<file path="src/sv/ttps_pkg.sv">
// shared constants, codes and types of the transposition table probe store
package ttps_pkg;

  // table geometry: slot count is the entry count rounded down to a power of two
  localparam int unsigned ENTRY_COUNT = 4096;
  localparam int unsigned SLOT_BITS   = $clog2(ENTRY_COUNT + 1) - 1;
  localparam int unsigned SLOT_COUNT  = 1 << SLOT_BITS;

  // field widths
  localparam int unsigned KEY_BITS   = 64;
  localparam int unsigned SCORE_BITS = 16;
  localparam int unsigned DEPTH_BITS = 8;
  localparam int unsigned MOVE_BITS  = 16;
  localparam int unsigned MODE_BITS  = 2;
  localparam int unsigned BOUND_BITS = 2;

  // operation codes of an item
  typedef enum logic [MODE_BITS-1:0] {
    MODE_RECORD = 2'd0,
    MODE_PROBE  = 2'd1,
    MODE_CLEAR  = 2'd2
  } mode_e;

  // bound kinds held with an entry
  typedef enum logic [BOUND_BITS-1:0] {
    BOUND_EXACT = 2'd0,
    BOUND_UPPER = 2'd1,
    BOUND_LOWER = 2'd2
  } bound_e;

  // one table slot as stored in memory
  typedef struct packed {
    logic                         valid;
    logic signed [SCORE_BITS-1:0] score;
    logic [BOUND_BITS-1:0]        bound;
    logic [DEPTH_BITS-1:0]        depth;
    logic [MOVE_BITS-1:0]         move;
    logic [KEY_BITS-1:0]          key;
  } slot_t;

  // commands from controller to datapath
  typedef struct packed {
    logic accept;      // item taken, latch probe fields
    logic wr_record;   // write the incoming entry into its slot
    logic rd_probe;    // read the slot addressed by the incoming key
    logic sweep_step;  // zero the slot under the sweep counter
    logic load_out;    // load the result register
    logic out_probe;   // result comes from the probe, else all zero
  } cmd_t;

  // status from datapath to controller
  typedef struct packed {
    logic sweep_last;  // sweep counter on the last slot
    logic out_free;    // result register can take a new item
  } sts_t;

endpackage

</file>
<file path="src/sv/ttps_ctrl.sv">
// controller state machine: sequences record, probe, clear sweep and result load
module ttps_ctrl import ttps_pkg::*; (
  input  logic                 clk_i,
  input  logic                 rst_ni,
  input  logic                 req_valid_i,
  input  logic [MODE_BITS-1:0] req_mode_i,
  input  logic                 req_cancelled_i,
  output logic                 req_ready_o,
  input  sts_t                 sts_i,
  output cmd_t                 cmd_o
);

  typedef enum logic [2:0] {
    ST_SWEEP = 3'b001,
    ST_IDLE  = 3'b010,
    ST_BUSY  = 3'b100
  } state_e;

  state_e state_q, state_d;
  logic   emit_q, emit_d;    // clear item owes a result after the sweep
  logic   probe_q, probe_d;  // pending result comes from a probe

  assign req_ready_o = (state_q == ST_IDLE);

  // next state and command decode
  always_comb begin
    state_d = state_q;
    emit_d  = emit_q;
    probe_d = probe_q;
    cmd_o   = '0;
    cmd_o.out_probe = probe_q;
    case (state_q)
      ST_SWEEP: begin
        cmd_o.sweep_step = 1'b1;
        if (sts_i.sweep_last) begin
          state_d = emit_q ? ST_BUSY : ST_IDLE;
          emit_d  = 1'b0;
        end
      end
      ST_IDLE: begin
        if (req_valid_i) begin
          cmd_o.accept = 1'b1;
          probe_d      = 1'b0;
          state_d      = ST_BUSY;
          case (req_mode_i)
            MODE_RECORD: begin
              cmd_o.wr_record = !req_cancelled_i;
            end
            MODE_PROBE: begin
              cmd_o.rd_probe = 1'b1;
              probe_d        = 1'b1;
            end
            MODE_CLEAR: begin
              state_d = ST_SWEEP;
              emit_d  = 1'b1;
            end
            default: begin
              // unused code: no operation, zero result
            end
          endcase
        end
      end
      ST_BUSY: begin
        if (sts_i.out_free) begin
          cmd_o.load_out = 1'b1;
          state_d        = ST_IDLE;
        end
      end
      default: begin
        state_d = ST_SWEEP;
      end
    endcase
  end

  // state registers, reset starts the clearing pass
  always_ff @(posedge clk_i or negedge rst_ni) begin
    if (!rst_ni) begin
      state_q <= ST_SWEEP;
      emit_q  <= 1'b0;
      probe_q <= 1'b0;
    end else begin
      state_q <= state_d;
      emit_q  <= emit_d;
      probe_q <= probe_d;
    end
  end

endmodule

</file>
<file path="config.mk">
export PLATFORM = sky130hd
export DESIGN_NAME = ttps_ctrl
export DESIGN_NICKNAME = d
export VERILOG_FILES = /design/src/sv/ttps_pkg.sv /design/src/sv/ttps_ctrl.sv
export SDC_FILE = /design/constraint.sdc
export NUM_CORES = 1
export LEC_CHECK = 0
export BUFFER_PORTS_ARGS = -buffer_cell sky130_fd_sc_hd__buf_2
export CORE_AREA = 4 4 41 43
export CTS_CLUSTER_DIAMETER = 40
export CTS_CLUSTER_SIZE = 20
export DETAILED_ROUTE_END_ITERATION = 10
export DIE_AREA = 0 0 45 47
export PLACE_DENSITY = 0.45
export SYNTH_ARGS = -nofsm -noshare
export SYNTH_HDL_FRONTEND = slang
export SYNTH_SLANG_ARGS = --single-unit
</file>
<file path="constraint.sdc">
create_clock -name clk_i -period 2.51 [get_ports clk_i]
set_input_delay 0.1255 -clock clk_i [delete_from_list [all_inputs] [get_ports clk_i]]
set_output_delay 0.1255 -clock clk_i [all_outputs]
set_load 0.1 [all_outputs]
</file>
* Word-level counts from Yosys, hierarchy flattened
Cells that the tools add are included.
Storage, ports and cells: bits in registers 5, bits in latches 0, memory bits (writable) 0, bits in read-only memories 0, input port bits 8, output and inout bits 7, word-level logic and storage cells 35, memories 0
Cells by class: add/sub/neg operators 0, $mul 0, div/mod/pow operators 0, magnitude comparators 0, equality and inequality tests 9, shift operators 0, multiplexer cells 17, bitwise operators 0, reductions and logical operators 6
Operator list (number):
- 3-bit two-way mux | 7
- 3-bit case mux with 3 select lines | 1
- 1-bit two-way mux | 8
- 2-bit inequality test, second input constant | 3
- 4-bit AND reduction | 1
- 3-bit by 1-bit equality test with 1-bit output, second input constant | 1
- 3-bit by 2-bit equality test with 1-bit output, second input constant | 1
- 3-bit equality test, second input constant | 1
- 3-bit AND reduction | 1
- 2-bit by 1-bit equality test with 1-bit output, second input constant | 1
- 2-bit equality test, second input constant | 1
- 2-bit logical NOT | 1
- 2-bit by 1-bit inequality test with 1-bit output, second input constant | 1
- 1-bit case mux with 2 select lines | 1
- 2-bit AND reduction | 1
- 2-bit nonzero test | 1
- 1-bit logical NOT | 1

* Longest topological paths before layout
depth after elaboration 4, mapped depth 4, gate-level depth less buffers 3

* Worst setup path before layout
No wires, ideal clock.
path kind register to output, start register state_q[2], end output cmd_o[4] (netlist bit), data arrival time 3557 ps, setup slack -1172 ps, stages on the path, launching flop included 4, path buffers 1, path through dfrtp_1 buf_4 nand4bb_4 nor4_1
RTL lines:
- from (decl) | line ttps_ctrl.sv:19 | state_e state_q, state_d;
- from (signal assigned) | line ttps_ctrl.sv:82 | state_q <= state_d;
- to (decl) | line ttps_ctrl.sv:10 | output cmd_t cmd_o

==> impl_results.md <==
- Avg Synthesized Cell Area: 10.38 sq um
- Synth Cell Area: 352.8 sq um
- Final wirelength: 816 um
- Cell chain of the critical path: nand4bb_4 -> nor2_1 -> and2_1 -> buf_2
- Gr ovfl total: 0
- R2R Setup Slk: 1.29 ns
- Achievable frequency: 0.5386 GHz
- DP Wirelength: 669.4 um
- Unique masters post-synth: 25
- Commonest non-fill, non-tap cell in the layout: buf_2
- CTS H-tree lvls: 1
- Setup tns final: 0 ns
- Final std cells w/o fill: 65
- WP data arrival: 1.73 ns
- Final setup fails: 0
- Pins Over Slew Limit: 0
- Fin. Hold Viols: 0
- Max FO, Critical Path: 10
- Kind of critical path: reg -> out
- Rows: 13
- Vias per cell: 5.062
- RSZ-0062 raised after global routing: false
- Drt initial violations: 0
- Peak VDD IR: 0.0003529 V
- Dpl ws: 0.8967 ns
- Initial antenna violation count: 0
- Clk buf depth: 2
- Die width: 45 um
- Core footprint: 1301 sq um
- Final #Nets: 59
- Kind of launch point of the worst setup path: flip-flop
- Slew HR: 67.47%
- Hold Crit Class: in -> reg
- Port Buffers: 14
- Placed Area: 424.2 sq um
- Slack of the critical path: 0.6535 ns
- WL per Instance: 12.55 um
- DR vias: 329
- Syn nets: 42
- First-pass GRT wire length: 1304 um
- Initial core utilization: 27.12%
- Commonest cells after routing, fill and taps aside: 14 x buf_2, 4 x dfrtp_1, 3 x nor2_1, 3 x clkbuf_4
- Leak Pwr: 0.2229 nW
- Outcome: finished clean
- PwrDens: 1300 nW/um^2
- Number of top-level pins: 15
- CTS buffer count: 3
- Crit path required time: 2.38 ns
- Minimum clock period: 1.857 ns
- Sequential-to-total area share from yosys stat: 35.82%
- Area Growth Syn to Fin: 30.50%
- Critical R2R Launch: state_q[0]
- Share of the synthesized area in the top cell type: 28.37%
- Largest net degree at the start of global routing: 11
- Count of max-cap constraint violations: 0
- CTS tree: yes
- Synth Instances: 34
- Antenna diode count: 0
- Synth top area cells: dfrtp_1 28%, nand4bb_4 7.8%, dfstp_2 7.4%
- DRC: 0
- Slowest stage delay, CP: 0.49 ns
- Worst Tran Pin Value: 0.4913 ns
- Share of cells above drive strength 1: 48.00%
- Worst path slowest cell: dfrtp_1
- Min-delay src: req_mode_i[0]
- Final instance area: 460.4 sq um
- Worst Setup SP: state_q[2]
- Die area: 2115 sq um
- Leading area contributor after synthesis: dfrtp_1
- DRT Pass-1 Iters: 1
- Synthesized flop and latch total: 5
- Final period utilization: 73.97%
- Ys Warns: 0
- Setup crit end kind: primary output
- Post-route ant nets: 0
- CTS sink count: 5
- Dpl cells: 60
- Clock Pin Slew Worst Setup and Hold Paths: 0.04 ns
- Global Route Usage Sum: 9.206%
- Clk_skew: 0.002382 ns
- Vias in the first global route: 303
- Root Buffer: clkbuf_4
- Clk Latency, worst-skew pair: 0.24 ns
- Hold Slack: 0.1685 ns
- Die H: 47 um
- Routability cong.: 0.7453
==> Yosys cell counts <==
cell	count
nand2_1	2
nor4_1	1
dfstp_2	1
buf_4	2
and3b_1	1
nor2b_1	1
dfrtp_1	4
a21oi_1	1
o21bai_1	1
nor3_1	1
nand4bb_4	1
o22ai_1	2
inv_1	1
o21ai_0	2
nor3b_4	1
nand2b_2	1
o32a_1	1
mux2i_1	1
and4b_2	1
o21ai_1	1
nor2_1	3
a22o_1	1
o31ai_1	1
clkbuf_8	1
and2_1	1
==> cell type report <==
type	count	area, sq um
Sequential cell	5	126.4
Multi-Input combinational cell	25	205.2
Inverter	1	3.754
Timing Repair Buffer	15	80.08
Tap cell	15	18.77
Clock buffer	4	26.28
Fill cell	153	840.8
==> worst max-delay path, delay by kind of cell (launching register included) <==
kind,cells,cell delay [ns]
AND/OR/NAND/NOR,3,0.57
flip-flops,1,0.49
buffers and inverters,1,0.42
==> report_power, final <==
group	leakage, nW	switching (mW)	internal [mW]
Combinational	0.144	0.240	0.0941
Sequential	0.0641	0.0578	0.116
Clock	0.0150	0.0307	0.0600
Total	0.223	0.329	0.270
==> what timing repair did <==
action                    4_1_cts  5_1_grt
resized for setup               0        0
buffers inserted                0        0
hold buffers                    1        0
hold endpoints to repair        5        0
==> layer usage <==
metal  GRT usage (%)  part of all wire, %  up-vias
li1                -                    -      160
met1           9.677                   40      155
met2           14.69                   50       10
met3          0.3831                  5.3        4
met4           12.28                  4.7        0
met5               0                    0        -
==> per-stage QoR <==
step / utilization (%) / total power, mW
2_1_floorplan: - / 0.4820
3_3_place_gp: 32.60 / 0.5109
3_5_place_dp: 32.60 / 0.5109
4_1_cts: 35.38 / 0.6064
5_1_grt: 35.38 / 0.6269
6_report: 35.38 / 0.5984
==> worst paths after layout <==
path | endpoint | cells past startpoint
max in group asynchronous | state_q[0] | 2
min in group asynchronous | emit_q | 2
worst min-delay path | probe_q | 2
worst max register to register | emit_q | 3
worst min register to register | probe_q | 1
worst max-delay path | cmd_o[3] | 4
==> registers in the layout (all words and copies together) (netlist names) <==
register,flops
state_q,3
probe_q,1
emit_q,1
==> logic make-up (layout without fill, tap and decap cells) <==
group | after synthesis | after routing | synth area share, %
multiplexers | 1 | 1 | 2.837
buffers and inverters | 4 | 20 | 9.217
flip-flops | 5 | 5 | 35.82
AND/OR/NAND/NOR | 14 | 14 | 33.34
AO/OA/AOI/OAI | 10 | 10 | 18.79
No activity file was read; power rests on OpenSTA's default activity.
